<file path="config.mk">
export PLATFORM = sky130hd
export DESIGN_NAME = tcce_useq
export DESIGN_NICKNAME = d
export VERILOG_FILES = /design/src/hw/rtl/tcce_pkg.sv /design/src/hw/rtl/tcce_useq.sv
export SDC_FILE = /design/constraint.sdc
export NUM_CORES = 1
export LEC_CHECK = 0
export ABC_AREA = 1
export BUFFER_PORTS_ARGS = -buffer_cell sky130_fd_sc_hd__buf_2
export CAP_MARGIN = 30
export CORE_AREA = 2 2 49 60
export DETAILED_ROUTE_END_ITERATION = 10
export DIE_AREA = 0 0 51 62
export RECOVER_POWER = 25
export SYNTH_ARGS = -nofsm -noshare
export SYNTH_HDL_FRONTEND = slang
export SYNTH_SLANG_ARGS = --single-unit
</file>
<file path="constraint.sdc">
create_clock -name clock -period 3.2 [get_ports clock]
set_clock_uncertainty 0.2 [all_clocks]
set_input_delay 0.64 -clock clock [delete_from_list [all_inputs] [get_ports clock]]
set_output_delay 0.64 -clock clock [all_outputs]
set_load 0.1 [all_outputs]
</file>
<file path="src/hw/rtl/tcce_pkg.sv">
package tcce_pkg;

   // character codes with fixed handling
   localparam logic [7:0]  CODE_TAB     = 8'h09;
   localparam logic [7:0]  CODE_NEWLINE = 8'h0A;
   localparam logic [7:0]  CODE_SPACE   = 8'h20;

   // reset contents of every screen cell and reset register values
   localparam logic [15:0] RESET_CELL      = 16'h0720;
   localparam logic [7:0]  RESET_COLOR     = 8'h07;
   localparam logic [7:0]  RESET_BACKSPACE = 8'h08;

   // microprogram step addresses
   typedef enum logic [3:0] {
      ST_CLEAR,
      ST_FETCH,
      ST_CHAR,
      ST_TAB_PUT,
      ST_TAB_NEXT,
      ST_NEWLINE,
      ST_BACK,
      ST_BACK_PUT,
      ST_READ,
      ST_READ_OUT,
      ST_EMIT,
      ST_SCR_INIT,
      ST_SCR_RD,
      ST_SCR_WR,
      ST_SCR_BLANK,
      ST_SCR_RET
   } step_type;

   // screen write source
   typedef enum logic [2:0] {
      WR_NONE,
      WR_RESET,
      WR_CHAR,
      WR_SPACE,
      WR_COPY,
      WR_BLANK
   } wr_sel_type;

   // cursor update
   typedef enum logic [1:0] {
      CUR_HOLD,
      CUR_ADVANCE,
      CUR_LINE_FEED,
      CUR_STEP_BACK
   } cur_op_type;

   // screen read address source
   typedef enum logic {
      RD_ADDR,
      RD_COPY
   } rd_sel_type;

   // sweep pointer update
   typedef enum logic [1:0] {
      PTR_HOLD,
      PTR_CLEAR,
      PTR_INCR
   } ptr_op_type;

   // next step selection
   typedef enum logic [1:0] {
      JMP_GOTO,
      JMP_COND,
      JMP_DISPATCH,
      JMP_RET
   } jump_type;

   // branch conditions
   typedef enum logic [2:0] {
      COND_PTR_MORE,
      COND_COPY_MORE,
      COND_TAB_MORE,
      COND_ADV_SCROLL,
      COND_LF_SCROLL
   } cond_type;

   // decoded kind of an incoming item
   typedef enum logic [2:0] {
      KIND_READ,
      KIND_TAB,
      KIND_NEWLINE,
      KIND_BACKSPACE,
      KIND_CHAR
   } kind_type;

   // one control word of the microprogram
   typedef struct packed {
      wr_sel_type wr;
      cur_op_type cur;
      rd_sel_type rd;
      ptr_op_type ptr;
      logic       cnt_dec;
      logic       fetch;
      logic       emit;
      logic       emit_cell;
      logic       save_ret;
      jump_type   jump;
      cond_type   cond;
      step_type   target;
      step_type   alt;
      step_type   ret;
   } uword_type;

   // datapath flags seen by the sequencer
   typedef struct packed {
      logic     accept;
      kind_type kind;
      logic     ptr_more;
      logic     copy_more;
      logic     tab_more;
      logic     adv_scroll;
      logic     lf_scroll;
   } seq_flags_type;

   // sequencer status back to the datapath
   typedef struct packed {
      logic exec;
      logic emit;
   } seq_status_type;

endpackage

</file>
<file path="src/hw/rtl/tcce_useq.sv">
module tcce_useq (
   input  logic                    clock,
   input  logic                    reset,
   input  tcce_pkg::seq_flags_type flags,
   input  logic                    out_busy,
   output tcce_pkg::uword_type     ctl,
   output tcce_pkg::seq_status_type status
);

   tcce_pkg::step_type step_ff, step_in;
   tcce_pkg::step_type ret_ff, ret_in;
   tcce_pkg::step_type dispatch_step;
   logic               cond_true;
   logic               emit_eff;
   logic               stall;

   // control store
   function automatic tcce_pkg::uword_type urom(input tcce_pkg::step_type s);
      tcce_pkg::uword_type w;
      w.wr        = tcce_pkg::WR_NONE;
      w.cur       = tcce_pkg::CUR_HOLD;
      w.rd        = tcce_pkg::RD_ADDR;
      w.ptr       = tcce_pkg::PTR_HOLD;
      w.cnt_dec   = 1'b0;
      w.fetch     = 1'b0;
      w.emit      = 1'b0;
      w.emit_cell = 1'b0;
      w.save_ret  = 1'b0;
      w.jump      = tcce_pkg::JMP_GOTO;
      w.cond      = tcce_pkg::COND_PTR_MORE;
      w.target    = tcce_pkg::ST_FETCH;
      w.alt       = tcce_pkg::ST_FETCH;
      w.ret       = tcce_pkg::ST_FETCH;
      case (s)
         tcce_pkg::ST_CLEAR: begin
            w.wr     = tcce_pkg::WR_RESET;
            w.ptr    = tcce_pkg::PTR_INCR;
            w.jump   = tcce_pkg::JMP_COND;
            w.cond   = tcce_pkg::COND_PTR_MORE;
            w.target = tcce_pkg::ST_CLEAR;
            w.alt    = tcce_pkg::ST_FETCH;
         end
         tcce_pkg::ST_FETCH: begin
            w.fetch = 1'b1;
            w.jump  = tcce_pkg::JMP_DISPATCH;
         end
         tcce_pkg::ST_CHAR: begin
            w.wr       = tcce_pkg::WR_CHAR;
            w.cur      = tcce_pkg::CUR_ADVANCE;
            w.emit     = 1'b1;
            w.jump     = tcce_pkg::JMP_COND;
            w.cond     = tcce_pkg::COND_ADV_SCROLL;
            w.target   = tcce_pkg::ST_SCR_INIT;
            w.alt      = tcce_pkg::ST_FETCH;
            w.save_ret = 1'b1;
            w.ret      = tcce_pkg::ST_EMIT;
         end
         tcce_pkg::ST_TAB_PUT: begin
            w.wr       = tcce_pkg::WR_SPACE;
            w.cur      = tcce_pkg::CUR_ADVANCE;
            w.jump     = tcce_pkg::JMP_COND;
            w.cond     = tcce_pkg::COND_ADV_SCROLL;
            w.target   = tcce_pkg::ST_SCR_INIT;
            w.alt      = tcce_pkg::ST_TAB_NEXT;
            w.save_ret = 1'b1;
            w.ret      = tcce_pkg::ST_TAB_NEXT;
         end
         tcce_pkg::ST_TAB_NEXT: begin
            w.cnt_dec = 1'b1;
            w.jump    = tcce_pkg::JMP_COND;
            w.cond    = tcce_pkg::COND_TAB_MORE;
            w.target  = tcce_pkg::ST_TAB_PUT;
            w.alt     = tcce_pkg::ST_EMIT;
         end
         tcce_pkg::ST_NEWLINE: begin
            w.cur      = tcce_pkg::CUR_LINE_FEED;
            w.emit     = 1'b1;
            w.jump     = tcce_pkg::JMP_COND;
            w.cond     = tcce_pkg::COND_LF_SCROLL;
            w.target   = tcce_pkg::ST_SCR_INIT;
            w.alt      = tcce_pkg::ST_FETCH;
            w.save_ret = 1'b1;
            w.ret      = tcce_pkg::ST_EMIT;
         end
         tcce_pkg::ST_BACK: begin
            w.cur    = tcce_pkg::CUR_STEP_BACK;
            w.target = tcce_pkg::ST_BACK_PUT;
         end
         tcce_pkg::ST_BACK_PUT: begin
            w.wr   = tcce_pkg::WR_SPACE;
            w.emit = 1'b1;
         end
         tcce_pkg::ST_READ: begin
            w.rd     = tcce_pkg::RD_ADDR;
            w.target = tcce_pkg::ST_READ_OUT;
         end
         tcce_pkg::ST_READ_OUT: begin
            w.emit      = 1'b1;
            w.emit_cell = 1'b1;
         end
         tcce_pkg::ST_EMIT: begin
            w.emit = 1'b1;
         end
         tcce_pkg::ST_SCR_INIT: begin
            w.ptr    = tcce_pkg::PTR_CLEAR;
            w.target = tcce_pkg::ST_SCR_RD;
         end
         tcce_pkg::ST_SCR_RD: begin
            w.rd     = tcce_pkg::RD_COPY;
            w.target = tcce_pkg::ST_SCR_WR;
         end
         tcce_pkg::ST_SCR_WR: begin
            w.wr     = tcce_pkg::WR_COPY;
            w.ptr    = tcce_pkg::PTR_INCR;
            w.jump   = tcce_pkg::JMP_COND;
            w.cond   = tcce_pkg::COND_COPY_MORE;
            w.target = tcce_pkg::ST_SCR_RD;
            w.alt    = tcce_pkg::ST_SCR_BLANK;
         end
         tcce_pkg::ST_SCR_BLANK: begin
            w.wr     = tcce_pkg::WR_BLANK;
            w.ptr    = tcce_pkg::PTR_INCR;
            w.jump   = tcce_pkg::JMP_COND;
            w.cond   = tcce_pkg::COND_PTR_MORE;
            w.target = tcce_pkg::ST_SCR_BLANK;
            w.alt    = tcce_pkg::ST_SCR_RET;
         end
         tcce_pkg::ST_SCR_RET: begin
            w.jump = tcce_pkg::JMP_RET;
         end
         default: begin
            w.jump = tcce_pkg::JMP_GOTO;
         end
      endcase
      return w;
   endfunction

   assign ctl = urom(step_ff);

   always_comb begin
      case (ctl.cond)
         tcce_pkg::COND_PTR_MORE:   cond_true = flags.ptr_more;
         tcce_pkg::COND_COPY_MORE:  cond_true = flags.copy_more;
         tcce_pkg::COND_TAB_MORE:   cond_true = flags.tab_more;
         tcce_pkg::COND_ADV_SCROLL: cond_true = flags.adv_scroll;
         tcce_pkg::COND_LF_SCROLL:  cond_true = flags.lf_scroll;
         default:                   cond_true = 1'b0;
      endcase
   end

   always_comb begin
      case (flags.kind)
         tcce_pkg::KIND_READ:      dispatch_step = tcce_pkg::ST_READ;
         tcce_pkg::KIND_TAB:       dispatch_step = tcce_pkg::ST_TAB_PUT;
         tcce_pkg::KIND_NEWLINE:   dispatch_step = tcce_pkg::ST_NEWLINE;
         tcce_pkg::KIND_BACKSPACE: dispatch_step = tcce_pkg::ST_BACK;
         default:                  dispatch_step = tcce_pkg::ST_CHAR;
      endcase
   end

   // a result goes out unless the step takes its branch
   assign emit_eff = ctl.emit && !((ctl.jump == tcce_pkg::JMP_COND) && cond_true);
   assign stall    = emit_eff && out_busy;

   assign status.exec = !stall;
   assign status.emit = emit_eff && !stall;

   always_comb begin
      step_in = step_ff;
      ret_in  = ret_ff;
      if (!stall) begin
         if (ctl.save_ret) begin
            ret_in = ctl.ret;
         end
         case (ctl.jump)
            tcce_pkg::JMP_GOTO:     step_in = ctl.target;
            tcce_pkg::JMP_COND:     step_in = cond_true ? ctl.target : ctl.alt;
            tcce_pkg::JMP_DISPATCH: step_in = flags.accept ? dispatch_step : step_ff;
            tcce_pkg::JMP_RET:      step_in = ret_ff;
            default:                step_in = step_ff;
         endcase
      end
   end

   always_ff @(posedge clock) begin
      if (reset) begin
         step_ff <= tcce_pkg::ST_CLEAR;
         ret_ff  <= tcce_pkg::ST_FETCH;
      end else begin
         step_ff <= step_in;
         ret_ff  <= ret_in;
      end
   end

endmodule

</file>
**Yosys cells after proc, flatten, opt, wreduce, memory -nomap -nowiden**

Index checks and enable logic that the tools add are counted.

- Eq/ne operators: 26
- Mux-type cells: 19
- Bitwise gates (word level): 1
- Reductions and logical operators: 20

Operators by type and width:

| kind | count |
|---|---|
| $pmux W4 S4 | 3 |
| $eq A4 B4 Y1 const B | 8 |
| $pmux W4 S8 | 1 |
| $eq A4 B3 Y1 const B | 4 |
| $pmux W3 S5 | 1 |
| $eq A3 B2 Y1 const B | 4 |
| $pmux W2 S3 | 2 |
| $pmux W3 S4 | 1 |
| $eq A4 B2 Y1 const B | 2 |
| $mux W4 | 2 |
| $pmux W4 S2 | 1 |
| $reduce_or A2 Y1 | 4 |
| $reduce_or A7 Y1 | 1 |
| $eq A3 B1 Y1 const B | 2 |
| $logic_not A3 Y1 | 2 |
| $mux W1 | 6 |
| $reduce_or A3 Y1 | 2 |
| $pmux W1 S5 | 1 |
| $reduce_or A5 Y1 | 1 |
| $eq A2 B2 Y1 const B | 2 |
| $eq A4 B1 Y1 const B | 1 |
| $logic_and A1 B1 Y1 | 4 |
| $logic_not A4 Y1 | 1 |
| $pmux W2 S2 | 1 |
| other kinds (7) | 9 |

- Bits in registers: 8
- Input port bits: 12
- Output and inout port bits: 32

**Depth between registers and ports, before layout**

- Word-level depth: 11
- Gate-level depth with buffers: 12
- Gate-level depth less buffers: 12

**Least setup slack after synthesis**

Ideal clock, no wire load.

- Kind: reg-to-output
- Start point: register step_ff[1]
- End point: output ctl[11] in the netlist's numbering
- Data arrival time: 3.619 ns
- Data required time: 2.360 ns
- Slack: -1.259 ns
- Cell stages (with the launch flop): 6
- Cells stage by stage: dfxtp_1 inv_1 nand2_1 nor2_1 nor2_2 o211ai_1

RTL lines:

| item | RTL line | RTL |
|---|---|---|
| start, declared | tcce_useq.sv:10 | `tcce_pkg::step_type step_ff, step_in;` |
| start signal, assigned | tcce_useq.sv:187 | `step_ff <= tcce_pkg::ST_CLEAR;` |
| start signal, assigned | tcce_useq.sv:190 | `step_ff <= step_in;` |
| end, declared | tcce_useq.sv:6 | `output tcce_pkg::uword_type ctl,` |

==> key figures <==
Status
  • Status: finished, final reports clean

Synthesis
  • Post-synthesis cell type count: 22
  • Avg Inst Size Synth: 5.77 um^2
  • Yosys warning total: 0
  • Synth area leaders: nand2_1 (19%), dfxtp_1 (16%), inv_1 (10%), nand3_1 (10%), nor2_1 (7.5%)
  • Top_reg_cell synth: dfxtp_1
  • Yosys top cell by area: nand2_1
  • Share of flip-flops with an asynchronous set or reset: 0
  • Most common cell in the synthesized netlist: nand2_1
  • Mapped Nets: 160
  • Synth top area share: 0.189
  • Post-synth EDFFs: 0
  • Synthesized area: 853 um^2
  • Synth top cells by count: nand2_1 (43), inv_1 (23), nand3_1 (17), nor2_1 (17), dfxtp_1 (7)
  • #FFs+latches synth: 7
  • Mapped Cells: 148
  • Sequential element share of the synthesized area: 0.164

STA
  • RSZ-0062 raised after global routing: no
  • Post-route minimum period: 2970 ps
  • Least-Margin Pin Slew: 1170 ps
  • Min setup slack post-route: 232 ps
  • Crit share post-route: 0.928
  • Max-slew headroom: 0.222
  • Total negative slack: 0 ps
  • Fmax: 337 MHz
  • Setup violators final: 0
  • Hold Fails Final Rpt: 0
  • Final Max Tran Viols: 0

Placement
  • GP Congestion: 0.838
  • Post-DP HPWL: 2140 um
  • Setup WS pre-CTS: 558 ps
  • Dpl cells: 223
  • Port Buffer Count: 43

Clock tree
  • Post-cts sizing count: 0
  • CTS Root Cell: clkbuf_4
  • Post CTS Setup Buffer Count: 0
  • Clock-pin slew on the worst setup and hold paths: 50 ps
  • CTS tree: built
  • Inserted Clock Buffers: 3
  • Deepest level of the CTS H-tree: 1
  • Hold-fix buffers, CTS: 0
  • Clock sinks: 7
  • CTS max path bufs: 2
  • Worst skew pair latency: 250 ps

Drt
  • # DRC: 0
  • Wirelength, routed: 2440 um
  • DR pass1 iterations: 4
  • Vias: 1,035
  • Post-route ant nets: 0
  • DR vias/cell: 4.56
  • WL per Instance: 10.7 um
  • DRT iter0 DRCs: 19

Finish
  • Final instance count without filler cells: 227
  • Syn-to-layout area delta: 33.9%
  • Layout cell share with drive strength beyond 1: 0.378
  • Filler Cells Inserted: 313
  • FF+latch area: 143 um^2
  • Share of the core filled with cells: 0.430
  • Number of diodes: 0
  • Nets: 206
  • Area of the multi-input gates: 609 um^2

Setup path
  • WP data required: 2360 ps
  • CP Cell Sequence: inv_2 -> nor2_2 -> nand2_2 -> nand4_1 -> nand2_4 -> nand2_4 -> nand2_1 -> nor2_4 -> buf_2
  • Worst Setup End Kind: primary output
  • Reg-to-reg critical path endpoint: step_ff[3]
  • Reg2reg path depth: 11
  • Worst Path Arrival: 2130 ps
  • R2r setup slk: 1080 ps
  • Startpoint types: flip-flop
  • RR Startpoint: step_ff[2]
  • Worst path most repeated cell: nand2_4
  • Max stage delay on crit path: 430 ps
  • CP max stage cell: dfxtp_1
  • CP Class: flip-flop to primary output
  • Crit Path Max Fanout: 6

Floorplanning
  • Die W: 51 um
  • Die area: 3160 um^2
  • I/O Pins: 44
  • Core ar.: 2650 um^2
  • Initial Util: 0.322
  • Die height: 62 um
  • Core Rows: 21

GRT
  • First-pass GRT wire length: 3770 um
  • Antenna violations before repair: 0
  • Number of global-route vias before repair: 893
  • Largest net degree at the start of global routing: 9
  • Gr ovfl total: 0
  • GRT Total Usage: 0.156

Min path
  • Hold path depth: 2
  • Hold Startpoint: ret_ff[2]
  • Hold Crit Endpoint: ret_ff[2]
  • Worst hold path type: flip-flop to flip-flop

Flow run
  • Max Cap Violations: 0
[critical path, delay by kind of cell (launching register included)]
kind                   cells  cell delay [ps]
and+or+nand+nor            7              920
buffers and inverters      2              510
DFF                        1              430
[layer usage]
layer / up-vias / global-route usage / share of wire
li1: 556 / - / -
met1: 450 / 0.181 / 0.45
met2: 27 / 0.306 / 0.50
met3: 2 / 0.0191 / 0.046
met4: 0 / 0.0347 / 0.0041
met5: - / 0 / 0
[sequential cells by signal, indices dropped and copies added (netlist names)]
register,count
ret_ff,3
step_ff,4
[area by class of cell]
class,instances,area share
Sequential cell,7,0.125
Tap cell,34,0.0372
Timing Repair Buffer,43,0.186
Clock buffer,4,0.0230
Multi-Input combinational cell,112,0.533
Inverter,27,0.0953
[worst max path at each step]
stage	from	to	slack (ps)	cells after the start
floorplan	step_ff[1]	step_ff[1]	10	9
global placement	flags[2]	status[0]	570	9
detailed placement	flags[2]	status[0]	560	9
CTS	step_ff[0]	status[0]	310	9
global route	step_ff[0]	status[0]	80	9
finish	step_ff[2]	status[0]	230	9
[logic make-up (layout without fill, tap and decap cells)]
logic type             Yosys count  in the layout  synth area share
AND/OR/NAND/NOR                 99             99             0.610
buffers and inverters           29             74             0.136
AO/OA/AOI/OAI                   13             13            0.0894
flip-flops                       7              7             0.164
[through the flow]
stage	instance area [um^2]	hold WS, ps
floorplan	905	219
global placement	1140	247
detailed placement	1140	261
CTS	1170	269
global route	1140	293
finish	1140	268
[cell usage in the layout (no fill, tap or decap), drive strengths merged]
cell type,count
nand2,50
dfxtp,7
or2,1
a21oi,5
nand3b,1
o22ai,1
o211ai,1
nand3,18
nor2,25
o21ai,4
buf,41
a32oi,2
clkinvlp,2
nand4,4
inv,25
clkbuf,6
Power is left out: the tool's default activity adds up to more than one toggle a clock period on the data nets, which glitch-free logic cannot reach.
